`src/rtl/cft_pkg.sv`:
```
// ----------------------------------------------------------------------------
// cft_pkg: shared types and constants for the continued fraction tangent
// fixed-point widths, saturation limits and the divider request/status records
// ----------------------------------------------------------------------------
package cft_pkg;

  localparam int X_W     = 32;   // angle magnitude width
  localparam int TERMS_W = 4;    // term count width
  localparam int Q_W     = 64;   // q32.32 word width
  localparam int DVD_W   = 72;   // left-aligned dividend width
  localparam int CNT_W   = 7;    // divider iteration counter width

  // dividend bit counts: x*x (63 bits) << 8, and |x| (32 bits) << 36
  localparam logic [CNT_W-1:0] INNER_BITS = 7'd71;
  localparam logic [CNT_W-1:0] FINAL_BITS = 7'd68;

  localparam logic [Q_W-1:0] POS_LIMIT = 64'h7fff_ffff_ffff_ffff;
  localparam logic [Q_W-1:0] NEG_LIMIT = 64'h8000_0000_0000_0000;
  localparam logic [Q_W-1:0] ONE_Q32   = 64'h0000_0001_0000_0000;

  typedef struct packed {
    logic             start;
    logic [DVD_W-1:0] dividend;   // left-aligned, msb first
    logic [CNT_W-1:0] count;      // number of quotient bits to develop
    logic [Q_W-1:0]   divisor;    // nonzero magnitude
    logic             neg_limit;  // cap at 2^63 instead of 2^63-1
  } div_req_t;

  typedef struct packed {
    logic           busy;
    logic           done;
    logic [Q_W-1:0] mag;
    logic           sat;
  } div_rsp_t;

endpackage

```
`src/rtl/cft_div.sv`:
```
// ----------------------------------------------------------------------------
// cft_div: bit-serial restoring divider with saturating quotient
// one quotient bit per cycle; the quotient magnitude is capped at a limit
// ----------------------------------------------------------------------------
module cft_div (
  input  logic              clk,
  input  logic              rst,
  input  cft_pkg::div_req_t req,
  output cft_pkg::div_rsp_t rsp
);

  logic [cft_pkg::DVD_W-1:0] dvd;
  logic [cft_pkg::DVD_W-1:0] quo;
  logic [cft_pkg::Q_W-1:0]   rem;
  logic [cft_pkg::Q_W-1:0]   den;
  logic [cft_pkg::CNT_W-1:0] cnt;
  logic                      neg_lim;
  logic                      run;
  logic                      done;

  logic [cft_pkg::Q_W:0]     trial;
  logic [cft_pkg::Q_W:0]     diff;
  logic                      ge;
  logic                      sat;

  // shift in the next dividend bit and try the subtraction
  assign trial = {rem, dvd[cft_pkg::DVD_W-1]};
  assign diff  = trial - {1'b0, den};
  assign ge    = !diff[cft_pkg::Q_W];

  always_ff @(posedge clk) begin
    if (rst) begin
      run  <= 1'b0;
      done <= 1'b0;
    end else begin
      done <= 1'b0;
      if (req.start) begin
        run <= 1'b1;
      end else if (run && cnt == 7'd1) begin
        run  <= 1'b0;
        done <= 1'b1;
      end
    end
  end

  always_ff @(posedge clk) begin
    if (req.start) begin
      dvd     <= req.dividend;
      den     <= req.divisor;
      cnt     <= req.count;
      neg_lim <= req.neg_limit;
      rem     <= '0;
      quo     <= '0;
    end else if (run) begin
      dvd <= {dvd[cft_pkg::DVD_W-2:0], 1'b0};
      rem <= ge ? diff[cft_pkg::Q_W-1:0] : trial[cft_pkg::Q_W-1:0];
      quo <= {quo[cft_pkg::DVD_W-2:0], ge};
      cnt <= cnt - 7'd1;
    end
  end

  // over the limit: 2^63-1 for positive results, 2^63 for negative ones
  always_comb begin
    if (neg_lim) begin
      sat = (|quo[cft_pkg::DVD_W-1:cft_pkg::Q_W]) ||
            (quo[cft_pkg::Q_W-1] && (|quo[cft_pkg::Q_W-2:0]));
    end else begin
      sat = |quo[cft_pkg::DVD_W-1:cft_pkg::Q_W-1];
    end
  end

  always_comb begin
    rsp.busy = run;
    rsp.done = done;
    rsp.sat  = sat;
    if (sat) begin
      rsp.mag = neg_lim ? cft_pkg::NEG_LIMIT : cft_pkg::POS_LIMIT;
    end else begin
      rsp.mag = quo[cft_pkg::Q_W-1:0];
    end
  end

endmodule

```
`src/rtl/continued_fraction_tangent.sv`:
```
// ----------------------------------------------------------------------------
// continued_fraction_tangent: tan(x) by lambert's continued fraction
// done pulses when the result is ready, after a shift-add squarer and then
// one serial quotient per clamped term; a zero divisor skips it
// a new request is taken from the cycle of the done strobe on
// synchronous reset returns to idle with busy and done low
// ----------------------------------------------------------------------------
module continued_fraction_tangent #(
  parameter int MAX_TERMS = 13
) (
  input  logic               clk,
  input  logic               rst,
  input  logic               start,
  input  logic signed [31:0] angle,
  input  logic        [3:0]  terms,
  output logic               busy,
  output logic               done,
  output logic signed [63:0] tangent,
  output logic               overflow
);

  typedef enum logic [2:0] {
    S_IDLE,
    S_MUL,   // serial square of |x|
    S_SUB,   // divisor = k - f, saturated
    S_MAG,   // divisor magnitude, launch the division
    S_WAIT   // wait for the quotient
  } state_t;

  state_t state;

  // request operands
  logic                        x_neg;
  logic [cft_pkg::X_W-1:0]     ax;
  logic [cft_pkg::Q_W-1:0]     prod;     // shift-add product, ends as x*x
  logic [4:0]                  mcnt;
  logic [cft_pkg::TERMS_W-1:0] idx;      // term index i, counts down to 1
  logic                        last;     // working on the final 1 - f term
  logic [cft_pkg::Q_W-1:0]     f;        // fraction, signed q32.32
  logic [cft_pkg::Q_W-1:0]     d;        // current divisor, signed q32.32

  // input conditioning
  logic [cft_pkg::X_W-1:0]     ax_in;
  logic [cft_pkg::TERMS_W-1:0] n_lo;
  logic [cft_pkg::TERMS_W-1:0] n_eff;

  // datapath
  logic [cft_pkg::X_W:0]       mul_sum;
  logic [cft_pkg::Q_W-1:0]     k_val;
  logic [cft_pkg::Q_W:0]       diff;
  logic [cft_pkg::Q_W-1:0]     d_sat;
  logic                        d_zero;
  logic [cft_pkg::Q_W-1:0]     d_mag;
  logic                        x_zero;
  logic                        q_neg;

  cft_pkg::div_req_t div_req;
  cft_pkg::div_rsp_t div_rsp;

  // |angle|; the most negative angle maps to 2^31, which still fits
  assign ax_in = angle[31] ? (~angle + 32'd1) : angle;

  // zero terms means one term, then clamp to the configured depth
  assign n_lo  = (terms == 4'd0) ? 4'd1 : terms;
  assign n_eff = (32'(n_lo) > MAX_TERMS) ? cft_pkg::TERMS_W'(MAX_TERMS) : n_lo;

  // one multiplier bit per cycle: add |x| to the upper half, shift right
  assign mul_sum = {1'b0, prod[cft_pkg::Q_W-1:cft_pkg::X_W]} +
                   {1'b0, (prod[0] ? ax : '0)};

  // k is (2i+1) in q32.32 for the inner terms, 1.0 for the final one
  assign k_val = last ? cft_pkg::ONE_Q32 : {27'd0, idx, 1'b1, 32'd0};

  // k - f can only overflow upward since k is small and nonnegative
  assign diff  = {1'b0, k_val} - {f[cft_pkg::Q_W-1], f};
  assign d_sat = (!diff[cft_pkg::Q_W] && diff[cft_pkg::Q_W-1]) ?
                 cft_pkg::POS_LIMIT : diff[cft_pkg::Q_W-1:0];

  assign d_zero = (d == '0);
  assign d_mag  = d[cft_pkg::Q_W-1] ? (~d + 64'd1) : d;
  assign x_zero = (ax == '0);

  // sign of the final quotient; a zero angle gives a plain zero
  assign q_neg = (x_neg != d[cft_pkg::Q_W-1]) && !x_zero;

  // divider launch: inner terms divide x*x << 8, the final term |x| << 36
  always_comb begin
    div_req.start     = (state == S_MAG) && !d_zero;
    div_req.divisor   = d_mag;
    div_req.neg_limit = last && q_neg;
    if (last) begin
      div_req.dividend = {ax, 40'd0};
      div_req.count    = cft_pkg::FINAL_BITS;
    end else begin
      div_req.dividend = {prod[62:0], 9'd0};
      div_req.count    = cft_pkg::INNER_BITS;
    end
  end

  cft_div u_div (
    .clk (clk),
    .rst (rst),
    .req (div_req),
    .rsp (div_rsp)
  );

  always_ff @(posedge clk) begin
    if (rst) begin
      state <= S_IDLE;
      busy  <= 1'b0;
      done  <= 1'b0;
    end else begin
      done <= 1'b0;
      case (state)
        S_IDLE: begin
          if (start) begin
            x_neg <= angle[31];
            ax    <= ax_in;
            prod  <= {32'd0, ax_in};
            mcnt  <= '0;
            idx   <= n_eff - 4'd1;
            last  <= (n_eff == 4'd1);
            f     <= '0;
            busy  <= 1'b1;
            state <= S_MUL;
          end
        end

        S_MUL: begin
          prod <= {mul_sum, prod[cft_pkg::X_W-1:1]};
          mcnt <= mcnt + 5'd1;
          if (mcnt == 5'd31) begin
            state <= S_SUB;
          end
        end

        S_SUB: begin
          d     <= d_sat;
          state <= S_MAG;
        end

        S_MAG: begin
          if (!d_zero) begin
            state <= S_WAIT;
          end else if (!last) begin
            // zero inner divisor pins the fraction at the positive limit
            f     <= cft_pkg::POS_LIMIT;
            state <= S_SUB;
            if (idx == 4'd1) begin
              last <= 1'b1;
            end else begin
              idx <= idx - 4'd1;
            end
          end else begin
            // zero final divisor: signed limit by the angle (zero for a zero angle), flag it
            overflow <= 1'b1;
            if (x_zero) begin
              tangent <= '0;
            end else begin
              tangent <= x_neg ? cft_pkg::NEG_LIMIT : cft_pkg::POS_LIMIT;
            end
            done  <= 1'b1;
            busy  <= 1'b0;
            state <= S_IDLE;
          end
        end

        S_WAIT: begin
          if (div_rsp.done) begin
            if (!last) begin
              // inner quotient takes the sign of the divisor
              f     <= d[cft_pkg::Q_W-1] ? (~div_rsp.mag + 64'd1) : div_rsp.mag;
              state <= S_SUB;
              if (idx == 4'd1) begin
                last <= 1'b1;
              end else begin
                idx <= idx - 4'd1;
              end
            end else begin
              tangent  <= q_neg ? (~div_rsp.mag + 64'd1) : div_rsp.mag;
              overflow <= div_rsp.sat;
              done     <= 1'b1;
              busy     <= 1'b0;
              state    <= S_IDLE;
            end
          end
        end

        default: begin
          busy  <= 1'b0;
          state <= S_IDLE;
        end
      endcase
    end
  end

`ifndef ASSERT_OFF
  // an accepted request always makes the block busy in the next cycle
  a_accept_busy: assert property (@(posedge clk) disable iff (rst)
    start && !busy |=> busy)
    else $error("accepted request did not raise busy");

  // each request produces one strobe, and done is never high twice in a row
  a_single_strobe: assert property (@(posedge clk) disable iff (rst)
    done |=> !done)
    else $error("result strobe held for more than one cycle");

  // the divider is only launched when idle
  a_div_launch: assert property (@(posedge clk) disable iff (rst)
    div_req.start |-> !div_rsp.busy)
    else $error("divider launched while running");

  // a quotient only arrives while the sequencer is waiting for it
  a_div_return: assert property (@(posedge clk) disable iff (rst)
    div_rsp.done |-> (state == S_WAIT))
    else $error("quotient returned outside the wait state");
`endif

endmodule
```
`config.mk`:
```
export PLATFORM = sky130hd
export DESIGN_NAME = continued_fraction_tangent
export DESIGN_NICKNAME = d
export VERILOG_FILES = /design/src/rtl/cft_pkg.sv /design/src/rtl/cft_div.sv /design/src/rtl/continued_fraction_tangent.sv
export SDC_FILE = /design/constraint.sdc
export NUM_CORES = 1
export LEC_CHECK = 0
export CAP_MARGIN = 30
export CORE_ASPECT_RATIO = 0.9
export CORE_MARGIN = 1.5
export CORE_UTILIZATION = 23
export CTS_CLUSTER_SIZE = 28
export DETAILED_ROUTE_END_ITERATION = 10
export DONT_BUFFER_PORTS = 1
export PLACE_DENSITY = 0.4
export SLEW_MARGIN = 0
export SYNTH_ARGS = -nofsm -noshare
export SYNTH_HDL_FRONTEND = slang
export SYNTH_SLANG_ARGS = --single-unit
```
`constraint.sdc`:
```
create_clock -name clk -period 9.8 [get_ports clk]
set_input_delay 1.47 -clock clk [delete_from_list [all_inputs] [get_ports clk]]
set_output_delay 1.47 -clock clk [all_outputs]
set_load 0.01 [all_outputs]
```
==> summary.md <==
| Metric | Value |
|---|---|
| Power Density | `157 mW/mm2` |
| Setup Skew | `0.0326 ns` |
| Number of synthesis warnings | `0` |
| Boundary pin count | `106` |
| Port Buffers | `0` |
| Max-cap violations | `0` |
| Clock tree buffer depth | `3` |
| Worst slew pin tran | `0.995 ns` |
| CP Max Fanout | `57` |
| Max VDD drop | `0.120 mV` |
| First-pass GRT wire length | `154 mm` |
| Die width | `410 um` |
| Layout cells sized above 1 | `5.98%` |
| Htree depth | `3` |
| FP Rows | `134` |
| DR WL/cell | `17.7 um` |
| CTS Hold Bufs | `0` |
| Seq/Total Area, Yosys | `46.5%` |
| Endpoints failing setup | `0` |
| Hold violation count in the final report | `0` |
| Die area | `0.151 mm2` |
| Die Y | `369 um` |
| Worst setup SP type | `flop` |
| RSZ-0062 raised after global routing | `false` |
| Core Region | `0.148 mm2` |
| Avg Inst Size Synth | `9.45 um2` |
| CTS tree | `done` |
| Clock root cell | `clkbuf_16` |
| Post-DP HPWL | `70.1 mm` |
| Post-synthesis net count | `3780` |
| Yosys cell types | `83` |
| Area growth syn-to-layout | `13.2%` |
| DRT iter0 DRCs | `1600` |
| Final nets | `3694` |
| All-layer global routing usage | `12.9%` |
| Pin count of the biggest net entering global routing | `142` |
| # Post-CTS Setup Buffers | `0` |
| Hold Crit Class | `flop to flop` |
| Vias in the first global route | `25000` |
| Fillers | `15800` |
| Count of pins over their slew limit | `0` |
| Lkg Pwr | `13.8 nW` |
| Worst setup EP type | `flop` |
| Kind of critical path | `flop to flop` |
| Vias/cell | `4.60` |
| Final Util | `26.2%` |
| Final GP Congestion | `0.814` |
| Total number of vias | `25600` |
| ANT cells | `0` |
| Worst skew pair latency | `0.67 ns` |
| Max-slew headroom | `33.7%` |
| Synthesized instance count | `3627` |
| DR DRC count | `0` |
| Post-CTS Resized | `0` |
| Synthesized cell area | `0.0343 mm2` |
| Period utilization | `63.5%` |
| Share of synthesized registers carrying an async set or reset | `0%` |
| Worst Path Arrival | `6.51 ns` |
| Synth Flop Type | `edfxtp_1` |
| Setup TNS | `0 ns` |
| Clk pin slew, worst setup/hold paths | `0.06 ns` |
| ANT nets after route | `0` |
| Initial Utilization | `23.2%` |
| Initial antenna violation count | `1` |
| Total Routed Length | `98.4 mm` |
| GRT Residual Overflow | `0` |
| Worst endpoint required time | `10.08 ns` |
| Min Tclk post-route | `6.22 ns` |
| Clk sinks | `578` |
| Drt pass-1 iters | `5` |
| Outcome | `finished, final reports clean` |
| Fmax | `161 MHz` |
| Power consumption | `6.08 mW` |
| TritonCTS Buffers | `69` |
| Post-synthesis register bit count | `578` |
| Number of synthesized flops with an enable pin | `435` |
power breakdown:
group	internal, mW	leakage [nW]	switching [mW]
combinational	0.238	7.49	0.366
sequential	2.71	5.17	0.0610
clock	1.62	1.14	1.09
total	4.57	13.8	1.51
cell families after synthesis:
family | Yosys count | share of synthesized area, %
compound gates | 830 | 14.1
simple gates | 1278 | 17.8
buf+inv | 308 | 3.52
xor+xnor | 349 | 8.92
flops | 578 | 46.5
fa+ha+maj | 114 | 4.21
mux | 170 | 4.99
registers in the layout (all words and copies together) (netlist names):
register / count
ax: 32
busy: 1
d: 64
done: 1
f: 64
idx: 4
last: 1
mcnt: 5
overflow: 1
prod: 64
state: 3
tangent: 64
u_div.cnt: 7
u_div.den: 64
u_div.done: 1
u_div.dvd: 63
u_div.neg_lim: 1
u_div.quo: 72
u_div.rem: 64
u_div.run: 1
x_neg: 1
final cells by class:
type	count	area (um2)	share of cell area [%]
inverter	114	434	1.12
multi-input combinational	2741	17200	44.4
sequential	578	15900	41.1
timing repair buffer	37	387	0.996
clock buffer	94	1930	4.96
clock inverter	33	427	1.10
tap	1972	2470	6.36
final timing paths:
path,start,end,slack [ns],cells past startpoint
setup / recovery,d[28]$_SDFFCE_PP1P_,tangent[63]$_DFFE_PP_,3.58,11
hold / removal,u_div.dvd[34]$_DFFE_PP_,u_div.dvd[35]$_DFFE_PP_,0.49,2
setup reg to reg,d[28]$_SDFFCE_PP1P_,tangent[63]$_DFFE_PP_,3.58,11
hold reg to reg,u_div.dvd[34]$_DFFE_PP_,u_div.dvd[35]$_DFFE_PP_,0.49,2
routing by layer:
metal | track usage, % | up-vias | routed length (um)
met1 | 18.7 | 12300 | 50100
li1 | - | 12900 | -
met2 | 19.5 | 378 | 42700
met5 | 0 | - | 0
met3 | 2.19 | 94 | 3840
met4 | 3.34 | 0 | 1740
cells in the mapped netlist (10+ instances only):
library cell	n	area share, %
a211oi_1	16	0.35
and2_1	54	0.99
or4_1	30	0.66
or2_2	16	0.29
a21o_1	24	0.53
nand4_1	24	0.44
dfxtp_1	143	8.4
nand3b_1	49	1.1
o41ai_1	20	0.51
a21oi_1	191	2.8
nand2_1	422	4.6
inv_1	113	1.2
xor2_1	97	2.5
nor3_1	84	1.2
a31oi_1	20	0.37
o211ai_1	19	0.42
or3_1	33	0.60
mux2i_1	164	4.8
buf_2	21	0.31
nand3_1	42	0.61
nor2b_1	16	0.29
nor4_1	45	0.82
buf_1	15	0.16
nor2_1	364	4.0
o21a_1	20	0.44
o21ai_0	402	5.9
xnor2_1	252	6.4
o21bai_1	16	0.35
o31ai_1	36	0.79
or3_2	10	0.22
edfxtp_1	435	38
and3_1	16	0.29
nor3b_1	13	0.28
clkbuf_1	154	1.7
nand2b_1	29	0.53
ha_1	112	4.1
cell usage in the layout, fill, tap and decap left out, drive strengths merged, types with 16 or more instances in the layout:
| cell type | netlist | final |
|---|---|---|
| o21a | 20 | 20 |
| o21ai | 408 | 408 |
| a21o | 24 | 24 |
| nand2b | 29 | 29 |
| or4 | 39 | 39 |
| xor2 | 97 | 97 |
| o31ai | 39 | 39 |
| and2 | 54 | 54 |
| nor4 | 45 | 45 |
| dfxtp | 143 | 143 |
| o41ai | 20 | 20 |
| a31oi | 20 | 20 |
| o211ai | 19 | 19 |
| clkbuf | 155 | 94 |
| mux2i | 164 | 164 |
| nor2 | 365 | 365 |
| nand3b | 49 | 49 |
| nand2 | 423 | 423 |
| buf | 39 | 36 |
| o21bai | 16 | 16 |
| clkinv | 0 | 21 |
| nor2b | 16 | 16 |
| nand4 | 24 | 24 |
| and3 | 16 | 16 |
| xnor2 | 252 | 252 |
| nor3 | 84 | 84 |
| nand3 | 42 | 42 |
| or2 | 17 | 17 |
| a211oi | 16 | 16 |
| or3 | 49 | 49 |
| ha | 112 | 112 |
| inv | 114 | 115 |
| edfxtp | 435 | 435 |
| a21oi | 191 | 191 |
metrics by stage:
step                      hold slack (ns)  std cells  setup WS [ns]  cell area (um2)
after CTS                           0.489       5566           3.53            38700
after global routing                0.521       5569           3.24            38800
after detailed placement            0.484       5439           3.56            36400
after global placement              0.467       5436           3.57            36300
after floorplan                     0.450       3627          0.937            34300
final                               0.490       5569           3.58            38800
critical path: stages, from the launching register on:
cell,delay (ns)
edfxtp_1,0.44
or4_2,0.71
or3_2,0.47
or4b_1,0.49
or4_1,0.63
or3_1,0.44
or3_1,0.43
nand2_4,0.51
o21ai_0,0.32
nor3_2,0.42
buf_4,0.34
buf_4,0.58
Note: power is estimated with default switching activity, not from simulation.
